`src/mlpt_pkg.sv`:
```
// shared types and constants for the multiset linear probe table
// no dependencies
`timescale 1ns / 1ps

package mlpt_pkg;

	localparam int TABLE_SIZE_DEF = 16;
	localparam int KEY_W          = 8;
	localparam int MULT_W         = 16;
	localparam int TOTAL_W        = 24;
	localparam int KEY_CODES      = 1 << KEY_W;

	localparam logic [MULT_W-1:0]  MULT_MAX  = {MULT_W{1'b1}};
	localparam logic [TOTAL_W-1:0] TOTAL_MAX = {TOTAL_W{1'b1}};

	typedef enum logic {
		FUNC_INSERT = 1'b0,
		FUNC_COUNT  = 1'b1
	} func_t;

	typedef enum logic [1:0] {
		STATUS_OK      = 2'd0,
		STATUS_MISSING = 2'd1,
		STATUS_FULL    = 2'd2
	} status_t;

	typedef struct packed {
		func_t             func;
		logic [KEY_W-1:0]  key;
		logic [MULT_W-1:0] amount;
	} cmd_t;

	typedef struct packed {
		logic [MULT_W-1:0]  multiplicity;
		status_t            status;
		logic [TOTAL_W-1:0] total_count;
	} result_t;

	// one table entry as held in memory
	typedef struct packed {
		logic [KEY_W-1:0]  key;
		logic [MULT_W-1:0] count;
	} slot_t;

endpackage

```
`src/multiset_linear_probe_table_top.sv`:
```
// multiset linear probe table: slot memory, valid bits and probe sequencer
// depends on mlpt_pkg
`timescale 1ns / 1ps

// a beat probes 1 .. TABLE_SIZE slots from its home slot; done is registered from the
// finishing probe step; a new beat is taken only once busy is low again, since the one
//   read port of the slot memory lets one slot be looked at per cycle
// reset: valid bits, running total and control clear at once; no clearing pass,
//   slot memory contents are masked by the valid bits
// results are shown for exactly one cycle on done; the receiver cannot stall
module multiset_linear_probe_table_top
	import mlpt_pkg::*;
#(
	parameter int TABLE_SIZE = TABLE_SIZE_DEF
) (
	input  logic    clk,
	input  logic    arst_n,
	input  logic    start,
	output logic    busy,
	input  cmd_t    cmd,
	output logic    done,
	output result_t result
);

	localparam int IDX_W = (TABLE_SIZE > 1) ? $clog2(TABLE_SIZE) : 1;
	localparam logic [IDX_W-1:0] LAST_IDX = IDX_W'(TABLE_SIZE - 1);

	typedef enum logic [1:0] {
		ST_IDLE  = 2'b01,
		ST_PROBE = 2'b10
	} state_t;

	state_t state_q;

	// command held for the probe
	func_t             func_q;
	logic [KEY_W-1:0]  key_q;
	logic [MULT_W-1:0] amount_q;

	logic [IDX_W-1:0]      idx_q;     // slot whose read data is in the s1 registers
	logic [IDX_W-1:0]      n_q;       // slots already looked at before idx_q
	logic [TABLE_SIZE-1:0] used_q;    // valid bit per slot
	logic [TOTAL_W-1:0]    total_q;
	logic                  done_q;
	result_t               result_q;

	// slot memory, one synchronous read port
	slot_t mem [TABLE_SIZE];
	slot_t rd_word_s1;
	logic  rd_used_s1;

	// home slot for every key value, worked out at elaboration
	logic [IDX_W-1:0] home_tab [KEY_CODES];
	for (genvar g = 0; g < KEY_CODES; g++) begin : g_home
		assign home_tab[g] = IDX_W'(g % TABLE_SIZE);
	end

	logic                accept;
	logic [IDX_W-1:0]    idx_next;
	logic [IDX_W-1:0]    rd_addr;
	logic                hit;
	logic                empty;
	logic                last;
	logic                finish;
	logic                mem_we;
	slot_t               wr_word;
	logic [MULT_W:0]     mult_sum;
	logic [MULT_W-1:0]   mult_sat;
	logic [TOTAL_W:0]    tot_sum;
	logic [TOTAL_W-1:0]  tot_sat;
	logic                add_total;
	result_t             res_d;

	assign busy   = (state_q != ST_IDLE);
	assign accept = start && !busy;

	// linear step with wrap
	assign idx_next = (idx_q == LAST_IDX) ? '0 : idx_q + IDX_W'(1);
	assign rd_addr  = (state_q == ST_IDLE) ? home_tab[cmd.key] : idx_next;

	assign hit   = rd_used_s1 && (rd_word_s1.key == key_q);
	assign empty = !rd_used_s1;
	assign last  = (n_q == LAST_IDX);

	// saturating merge and total
	assign mult_sum = {1'b0, rd_word_s1.count} + {1'b0, amount_q};
	assign mult_sat = mult_sum[MULT_W] ? MULT_MAX : mult_sum[MULT_W-1:0];
	assign tot_sum  = {1'b0, total_q} + (TOTAL_W + 1)'(amount_q);
	assign tot_sat  = tot_sum[TOTAL_W] ? TOTAL_MAX : tot_sum[TOTAL_W-1:0];

	always_comb begin
		finish    = 1'b0;
		mem_we    = 1'b0;
		add_total = 1'b0;
		wr_word   = '{key: key_q, count: amount_q};
		res_d     = '{multiplicity: '0, status: STATUS_OK, total_count: total_q};
		if (state_q == ST_PROBE) begin
			if (hit) begin
				finish = 1'b1;
				if (func_q == FUNC_INSERT) begin
					mem_we        = 1'b1;
					add_total     = 1'b1;
					wr_word.count = mult_sat;
					res_d.multiplicity = mult_sat;
				end else begin
					res_d.multiplicity = rd_word_s1.count;
				end
			end else if (empty) begin
				// probe ends on the first free slot
				finish = 1'b1;
				if (func_q == FUNC_INSERT) begin
					mem_we    = 1'b1;
					add_total = 1'b1;
					res_d.multiplicity = amount_q;
				end else begin
					res_d.status = STATUS_MISSING;
				end
			end else if (last) begin
				// every slot looked at, key not there
				finish = 1'b1;
				res_d.status = (func_q == FUNC_INSERT) ? STATUS_FULL : STATUS_MISSING;
			end
			if (add_total) begin
				res_d.total_count = tot_sat;
			end
		end
	end

	// a write lands on the finishing edge and the next command's read comes on a later edge
	// at the earliest, so no forwarding is needed
	always_ff @(posedge clk) begin
		if (mem_we) begin
			mem[idx_q] <= wr_word;
		end
		rd_word_s1 <= mem[rd_addr];
		rd_used_s1 <= used_q[rd_addr] && !(mem_we && (idx_q == rd_addr));
	end

	always_ff @(posedge clk) begin
		if (accept) begin
			func_q   <= cmd.func;
			key_q    <= cmd.key;
			amount_q <= cmd.amount;
		end
		if (finish) begin
			result_q <= res_d;
		end
	end

	always_ff @(posedge clk or negedge arst_n) begin
		if (!arst_n) begin
			state_q <= ST_IDLE;
			idx_q   <= '0;
			n_q     <= '0;
			used_q  <= '0;
			total_q <= '0;
			done_q  <= 1'b0;
		end else begin
			done_q <= finish;
			if (mem_we) begin
				used_q[idx_q] <= 1'b1;
			end
			if (add_total) begin
				total_q <= tot_sat;
			end
			case (state_q)
				ST_IDLE: begin
					if (accept) begin
						state_q <= ST_PROBE;
						idx_q   <= home_tab[cmd.key];
						n_q     <= '0;
					end
				end
				ST_PROBE: begin
					if (finish) begin
						state_q <= ST_IDLE;
					end else begin
						idx_q <= idx_next;
						n_q   <= n_q + IDX_W'(1);
					end
				end
				default: begin
					state_q <= ST_IDLE;
				end
			endcase
		end
	end

	assign done   = done_q;
	assign result = result_q;

	// a result beat is never followed by another in the next cycle
	a_done_gap: assert property (@(posedge clk) disable iff (!arst_n)
		done_q |=> !done_q)
		else $error("result beats back to back");

	// every table write is reported by a result beat next cycle
	a_write_done: assert property (@(posedge clk) disable iff (!arst_n)
		mem_we |=> done_q)
		else $error("table written without a result");

	// table full only when every slot is in use, and then nothing is reported stored
	a_full: assert property (@(posedge clk) disable iff (!arst_n)
		(done_q && result_q.status == STATUS_FULL) |->
			(&used_q) && (result_q.multiplicity == '0))
		else $error("full reported with a free slot");

	// the running total never goes down
	a_total_mono: assert property (@(posedge clk) disable iff (!arst_n)
		##1 (total_q >= $past(total_q)))
		else $error("running total decreased");

	// the probe never runs past the table size
	a_probe_bound: assert property (@(posedge clk) disable iff (!arst_n)
		(state_q == ST_PROBE && last) |-> finish)
		else $error("probe ran past the last slot");

endmodule

```
`config.mk`:
```
export PLATFORM = sky130hd
export DESIGN_NAME = multiset_linear_probe_table_top
export DESIGN_NICKNAME = d
export VERILOG_FILES = /design/src/mlpt_pkg.sv /design/src/multiset_linear_probe_table_top.sv
export SDC_FILE = /design/constraint.sdc
export NUM_CORES = 1
export LEC_CHECK = 0
export BUFFER_PORTS_ARGS = -buffer_cell sky130_fd_sc_hd__clkbuf_2
export CAP_MARGIN = 10
export CORE_ASPECT_RATIO = 0.7
export CORE_MARGIN = 4
export CORE_UTILIZATION = 36
export CTS_BUF_LIST = sky130_fd_sc_hd__clkbuf_4 sky130_fd_sc_hd__clkbuf_8 sky130_fd_sc_hd__clkbuf_16
export DETAILED_ROUTE_END_ITERATION = 16
export PLACE_DENSITY = 0.55
export REMOVE_ABC_BUFFERS = 1
export SYNTH_ARGS = -nofsm -noshare
export SYNTH_HDL_FRONTEND = slang
export SYNTH_SLANG_ARGS = --single-unit
```
`constraint.sdc`:
```
create_clock -name clk -period 5.6 [get_ports clk]
set_clock_uncertainty 0.05 [all_clocks]
set_input_delay 1.12 -clock clk [delete_from_list [all_inputs] [get_ports clk]]
set_output_delay 1.12 -clock clk [all_outputs]
set_load 0.02 [all_outputs]
```
Yosys cells after proc, flatten, opt, wreduce, memory -nomap -nowiden. Memory sizes are Yosys's and may differ from the RTL's. A register that Yosys moved wholly into a read port is not among the register bits. Index checks and enable logic that the tools add are counted.

Bits of input ports: 28. Logic and storage cells: 91. Register bits after elaboration: 119. Memory bits (writable): 384. Output and inout port bits: 44. Memories kept: 2. Memory bits (read-only): 1024.

Reductions and logical operators: 11. Add/sub/neg operators: 4. Eq/ne operators: 10. Magnitude comparators: 4. Bitwise logic cells: 3. Multiplexer cells: 44.

Memory list: (name not given) (words 256, bits a word 4, read ports 1, clocked after memory_dff 0, wr ports 0, RTL line multiset_linear_probe_table_top.sv:170) `idx_q <= home_tab[cmd.key];`; mem (words 16, bits a word 24, read ports 1, clocked after memory_dff 1, wr ports 1, RTL line multiset_linear_probe_table_top.sv:48) `slot_t mem [TABLE_SIZE];`.

Operator list (count): two-way mux 16 bit (8); two-way mux 24 bit (3); two-way mux 4 bit (8); adder 24 x 16 -> 25 bit (1); adder 16 x 16 -> 17 bit (1); bitwise OR 16 bit (1); one-hot mux 4 bit (2 select lines) (2); two-way mux 1 bit (15); less-than comparator 4 x 5 -> 1 bit, second input constant (2); two-way mux 2 bit (5); >= comparator 9 bit, second input constant (1); inverter 8 -> 9 bit (1); adder 4 x 1 -> 4 bit, second input constant (2); == test 4 bit, second input constant (2); == test 8 bit (1); inequality test 2 bit, second input constant (3); logical AND 1 bit (5); binary-select mux 1 bit (select 4 bit) (1); demux 1 bit (select 4 bit) (1); == test 4 bit (1); >= comparator 4 x 1 -> 1 bit, second input constant (1); one-hot mux 2 bit (2 select lines) (1); AND reduction 3 bit (1); == test 2 x 1 -> 1 bit, second input constant (1); other kinds (7) (8).

Longest topological paths before layout. Gate-level depths: netlist of run 1.

Depth after elaboration: 9. Mapped depth: 11. Gate-level depth less buffers: 9.

Least setup slack after synthesis of run 1. No wires, ideal clock.

Path type: register to register. From: register key_q[7]. To: register result_q, in the netlist result[0] (enable). Setup time: 468 ps. Path buffers: 0. Setup slack: 1459 ps. Data required time: 5082 ps. Arrival: 3623 ps. Stages on the path, launching flop included: 5. Period minus slack after synthesis: 4141 ps. Cell sequence: edfxtp_1 xor2_1 nor4_1 nand2_1 a31oi_1.

Word-level cells in the longest chain between the ends: 4.

RTL lines: start: declaration (RTL line multiset_linear_probe_table_top.sv:37) `logic [KEY_W-1:0] key_q;`; start signal: assignment (RTL line multiset_linear_probe_table_top.sv:142) `key_q <= cmd.key;`; == test 8 bit (RTL line multiset_linear_probe_table_top.sv:81) `assign hit = rd_used_s1 && (rd_word_s1.key == key_q);`; logical AND 1 bit (RTL line multiset_linear_probe_table_top.sv:81); two-way mux 1 bit (RTL line multiset_linear_probe_table_top.sv:98) `if (hit) begin`; two-way mux 1 bit (RTL line multiset_linear_probe_table_top.sv:97) `if (state_q == ST_PROBE) begin`; net finish (RTL line multiset_linear_probe_table_top.sv:64) `logic finish;`; end signal: assignment (RTL line multiset_linear_probe_table_top.sv:146) `result_q <= res_d;`; end: declaration (RTL line multiset_linear_probe_table_top.sv:45) `result_t result_q;`.

The timed path passes the listed nets, and every way through them passes these cells. A chain may end at the register's enable or synchronous reset.

Worst setup path after layout of run 1.
From: register key_q[5]. To: memory mem[15][0] (netlist name) (enable).

Word-level cells in the longest chain between the ends: 6.

RTL lines: == test 8 bit (RTL line multiset_linear_probe_table_top.sv:81); logical AND 1 bit (RTL line multiset_linear_probe_table_top.sv:81); two-way mux 1 bit (RTL line multiset_linear_probe_table_top.sv:98); two-way mux 1 bit (RTL line multiset_linear_probe_table_top.sv:97); two-way mux 1 bit (RTL line multiset_linear_probe_table_top.sv:132) `if (mem_we) begin`; two-way mux 1 bit (implied by the code) (RTL line multiset_linear_probe_table_top.sv:133) `mem[idx_q] <= wr_word;`; end: declaration (RTL line multiset_linear_probe_table_top.sv:48).

No other way between the ends.

==> results of run 1 <==
layout make-up:
| cell class | count | area [sq um] |
|---|---|---|
| fill | 5653 | 36000 |
| sequential | 527 | 15300 |
| antenna | 1 | 2.50 |
| tap | 819 | 1020 |
| timing repair buffer | 110 | 748 |
| clock inverter | 24 | 240 |
| multi-input combinational | 1053 | 6740 |
| clock buffer | 71 | 1450 |
| inverter | 17 | 63.8 |
synthesized netlist by cell type (all sizes together), types with 15 or more instances:
library cell,instances
nand2b,23
a211oi,129
nand2,236
a311oi,52
xnor2,15
clkbuf,66
a21oi,98
and3,19
dfrtp,50
inv,17
a31oi,84
nor2,55
or2,17
edfxtp,451
o21ai,29
buf,42
dfxtp,25
ha,37
xor2,18
and2,109
registers in the layout, indices dropped and copies added, names as in the netlist:
name and count:
total_q 24, rd_used_s1 1, n_q 4, done 1
used_q 16, result 42, state_q 2, key_q 8
rd_word_s1 24, idx_q 4, func_q 1, mem 384
amount_q 16
through the flow:
step	worst slack, ns	instance area (sq um)
floorplan	-3.86	22000
global placement	1.48	23900
detailed placement	1.39	23900
CTS	1.36	25600
global route	1.10	25600
finish	1.37	25600
power by group through the flow:
| stage | clock network (mW) | logic (mW) | registers [mW] |
|---|---|---|---|
| global placement | 0 | 5.00 | 5.11 |
| floorplan | 0 | 3.53 | 5.02 |
| CTS | 3.56 | 5.08 | 5.03 |
| finish | 3.48 | 5.09 | 5.03 |
| detailed placement | 0 | 5.06 | 5.10 |
| global route | 3.72 | 5.64 | 5.07 |
logic make-up (layout without fill, tap and decap cells):
group / Yosys count / after routing / share of synthesized area
XOR/XNOR: 33 / 33 / 0.0129
other: 0 / 1 / 0
multiplexers: 7 / 7 / 0.00329
flip-flops: 527 / 527 / 0.682
AND/OR/NAND/NOR: 510 / 510 / 0.109
adder cells (fa/ha/maj): 39 / 39 / 0.0224
buffers and inverters: 125 / 222 / 0.0241
AO/OA/AOI/OAI: 464 / 464 / 0.147
worst max path at each step:
stage / to / from / slack, ns / depth (start not counted)
2_1_floorplan: rd_used_s1 / idx_q[0] / -3.86 / 6
3_3_place_gp: mem[15][4] / key_q[5] / 1.48 / 7
3_5_place_dp: mem[0][21] / key_q[5] / 1.39 / 7
4_1_cts: mem[0][0] / key_q[5] / 1.36 / 7
5_1_grt: mem[0][0] / key_q[5] / 1.10 / 7
6_report: mem[15][0] / key_q[5] / 1.37 / 7
metal layers:
| layer | vias up | wire (um) | track usage |
|---|---|---|---|
| li1 | 6624 | - | - |
| met3 | 78 | 4320 | 0.0340 |
| met5 | - | 0 | 0 |
| met1 | 7052 | 28800 | 0.275 |
| met4 | 0 | 1130 | 0.0384 |
| met2 | 476 | 25000 | 0.250 |
worst register-to-register path, cell delays in order, from the launching register on:
cell	delay [ns]
edfxtp_1	0.61
xor2_1	0.29
nor4_1	0.67
nand2_1	0.38
a21boi_4	0.67
nand2_1	0.25
nor2_4	0.40
buf_4	0.51
==> out/metrics.yaml, run 1 <==
power_and_ir_drop:
  p_sw_frac: 0.376
  report.power.total_mw: 13.6
  p_leak_nw: 8.68
  pwr-share-seq: 0.370
  p_switching_mw: 5.12
  vdd_drop_max_mv: 0.362
  power_frac_clock: 0.256
  p_per_area_nw_per_um2: 531
  intPower_mw: 8.48
  pwr-share-comb: 0.375
hold_path:
  hold_depth: 1
  holdCritPathClass: "reg -> reg"
  hp-start: "used_q[5]"
  hold_path_end: "used_q[5]"
sta:
  fin_hold_ws_ns: 0.408
  setup_viol: 0
  min_period_ns: 4.23
  fmax_mhz: 237
  worst_pin_slew_ns: 1.18
  grt_setup_unrepaired: "no"
  finalSetupTns_ns: 0
  slew_headroom: 0.216
  drv_slew: 0
  hold_viol: 0
  fin_crit_sh: 0.755
layout:
  final_common_cell: "edfxtp_1"
  finalNonFillerCells: 2622
  drive_gt1_frac: 0.144
  final_nets: 1827
  final_util: 0.415
  final_cell_mix: "451 x edfxtp_1, 235 x nand2_1, 128 x a211oi_1"
  area_growth_pct: 13.9
synthesis:
  ys_warn_count: 0
  yosysTopAreaCell: "edfxtp_1"
  avgSynthCellArea_sq_um: 13.2
  yosysUniqueCellTypes: 74
  synth-main-ff-cell: "edfxtp_1"
  synth_seq_cells: 527
  synth_area_sq_um: 22500
  synthCells: 1705
  synth-edff-count: 451
  ys_seq_area_frac: 0.682
  netlist.area_leader.share: 0.603
  async_reset_ff_frac: 0.0968
  synth_area_leaders: "edfxtp_1 60%, dfrtp_1 5.6%, a211oi_1 4.3%"
floorplanning:
  die_area_sq_um: 66500
  die-width_um: 307
  start_util: 0.365
  io_pins: 72
  chipHeight_um: 217
  core_area_sq_um: 61600
  row_count: 76
worst_setup_path:
  r2r_start: "key_q[5]"
  start_kind: "register"
  reg2regPathDepth: 7
  critPathCaptureType: "register"
  worstReg2RegEnd: "mem[15][0]"
  cp_top_family: "simple AND/OR/NAND/NOR gates"
  critical_path.max_stage_delay_ns: 0.67
  rrSetupSlack_ns: 1.37
  cp_max_fo: 27
  crit_chain: "xor2_1, nor4_1, nand2_1, a21boi_4, nand2_1, nor2_4, buf_4"
  crit_path_frequent_cell: "nand2_1"
  critPathSlowestCell: "nor4_1"
  critPathBufInv: 1
  arrival_ns: 4.39
  worst_ep_required_time_ns: 5.76
  criticalPathCategory: "reg -> reg"
detailed_routing:
  drt_iter0_markers: 1376
  drc: 0
  vias: 14200
  wire_per_inst_um: 22.6
  dr.pass1.iters: 5
  antenna_left: 0
  routed_wl_um: 59200
  vias_per_cell: 5.43
global_routing:
  grt-ovfl-total: 0
  grt_max_degree: 171
  grt_pass1_wl_um: 88500
  antenna_found_initial: 3
  track_usage: 0.175
  grt_pass1_vias: 13700
place:
  dp_cells: 2522
  place_congestion: 0.831
  dp_hpwl_um: 35200
  port_buffers: 71
flow_run:
  cap_violations: 0
clock_network:
  cts_tree: "built"
  postCtsSetupBuffers: 0
  cts.clk_slew.worst_paths_ns: 0.06
  cts.repair.resized: 0
  cts_buffers: 51
  clockRootBuffer: "clkbuf_16"
  insertion_delay_ns: 0.58
  ctsHtreeMaxLevel: 2
  cts.path.max_buffers: 3
  cts_hold_buf: 0
  clock-sinks: 527
run_status:
  status: "finished, final reports clean"
Note: power is estimated with default switching activity, not from simulation.
==> run 2, diff against run 1 <==
- clock period: 5.6 -> 4.1 ns (I/O delays scaled with it)
==> out/metrics.yaml, run 2 (synthesized netlist as in run 1, its figures left out) <==
run_status:
  status: "finished, final reports clean"
global_routing:
  met3_usage: 0.0267
  grt_use_met2: 0.262
  grt_pass1_wl_um: 90600
  busiest_layer: "met1"
  grt_pass1_vias: 14200
  antenna_found_initial: 2
  track_usage: 0.179
  grt-ovfl-total: 0
  grt_max_degree: 69
  use_met1: 0.280
worst_setup_path:
  cp_max_fo: 16
  start_kind: "register"
  arrival_ns: 3.86
  r2r_start: "amount_q[0]"
  criticalPathCategory: "reg -> reg"
  setup.worst_path.start: "amount_q[0]"
  rrSetupSlack_ns: 0.39
  worst_ep_required_time_ns: 4.25
  critPathCaptureType: "register"
sta:
  finalSetupTns_ns: 0
  fmax_mhz: 270
  drv_slew: 0
  slew_headroom: 0.190
  grt_setup_unrepaired: "no"
  worst_pin_slew_ns: 1.21
  min_period_ns: 3.71
  setup_viol: 0
  fin_crit_sh: 0.905
  hold_viol: 0
  fin_hold_ws_ns: 0.355
place:
  port_buffers: 71
  dp_hpwl_um: 37100
  place_congestion: 0.848
clock_network:
  clock-sinks: 527
  cts_buffers: 50
  cts.repair.resized: 0
  cts.clk_slew.worst_paths_ns: 0.06
  clockRootBuffer: "clkbuf_16"
  cts.path.max_buffers: 3
  postCtsSetupBuffers: 0
  insertion_delay_ns: 0.59
  ctsHtreeMaxLevel: 2
  cts_tree: "built"
  cts_hold_buf: 0
layout:
  area_growth_pct: 16.7
  regMostFlops: "mem"
  largest_reg_flops: 384
  final_nets: 1878
  final_cell_mix: "451 x edfxtp_1, 235 x nand2_1, 128 x a211oi_1"
  drive_gt1_frac: 0.170
  antenna_cells: 0
  final_common_cell: "edfxtp_1"
power_and_ir_drop:
  p_sw_frac: 0.373
  vdd_drop_max_mv: 0.419
  p_switching_mw: 7.06
  power_frac_clock: 0.256
  intPower_mw: 11.9
  pwr-share-comb: 0.384
  pwr-share-seq: 0.360
  p_per_area_nw_per_um2: 723
  p_leak_nw: 9.03
floorplanning:
  die_area_sq_um: 66500
  start_util: 0.365
  core_area_sq_um: 61600
  row_count: 76
  die-width_um: 307
  chipHeight_um: 217
  io_pins: 72
detailed_routing:
  drt_iter0_markers: 1389
  drc: 0
  routed_wl_um: 60100
  vias: 14600
  dr.pass1.iters: 5
  antenna_left: 0
  vias_per_cell: 5.47
  wire_per_inst_um: 22.5
hold_path:
  holdCritPathClass: "in -> async"
flow_run:
  cap_violations: 0
run 2: layout make-up:
| type | instances | area, sq um |
|---|---|---|
| fillers | 5652 | 35400 |
| flip-flops and latches | 527 | 15300 |
| multi-input cells | 1053 | 6740 |
| clock buffers | 73 | 1520 |
| repair buffers | 162 | 1330 |
| well taps | 819 | 1020 |
| clock inverters | 20 | 214 |
| inverters | 17 | 63.8 |
run 2: critical path, cell delays in order (launching register included):
cell,delay [ns]
edfxtp_1,0.47
ha_1,0.30
fa_1,0.43
a21oi_2,0.23
o2111ai_2,0.21
a21oi_1,0.38
o21bai_1,0.14
xnor2_1,0.16
a21oi_1,0.95
run 2: power by group through the flow:
| stage | combinational (mW) | sequential (mW) | clock (mW) |
|---|---|---|---|
| global route | 8.03 | 6.87 | 5.20 |
| CTS | 7.24 | 6.82 | 4.96 |
| finish | 7.28 | 6.82 | 4.85 |
| global placement | 7.16 | 6.91 | 0 |
| detailed placement | 7.20 | 6.92 | 0 |
| floorplan | 4.30 | 6.85 | 0 |
run 2: stage by stage:
stage	cell area, sq um	cells	total power, mW	utilization	setup WS, ns
floorplan	22000	1597	11.2	-	-5.36
global placement	24500	2577	14.1	0.397	0.583
detailed placement	24500	2577	14.1	0.397	0.441
CTS	26200	2670	19.0	0.425	0.406
global route	26200	2671	20.1	0.425	0.134
finish	26200	2671	19.0	0.425	0.391
run 2: routing by layer:
metal  wire [um]  part of all wire  up-vias
li1            -                 -     6730
met5           0                 0        -
met1       29500              0.49     7375
met2       26100              0.43      439
met4         992             0.016        0
met3        3530             0.059       71
run 2: path summary, 6_finish.rpt:
check / to / depth (start not counted)
hold reg to reg: used_q[5] / 1
max in group asynchronous: total_q[7] / 2
min in group clk: amount_q[15] / 1
hold / removal: total_q[23] / 1
setup reg to reg: mem[4][8] / 8
setup / recovery: mem[4][8] / 8
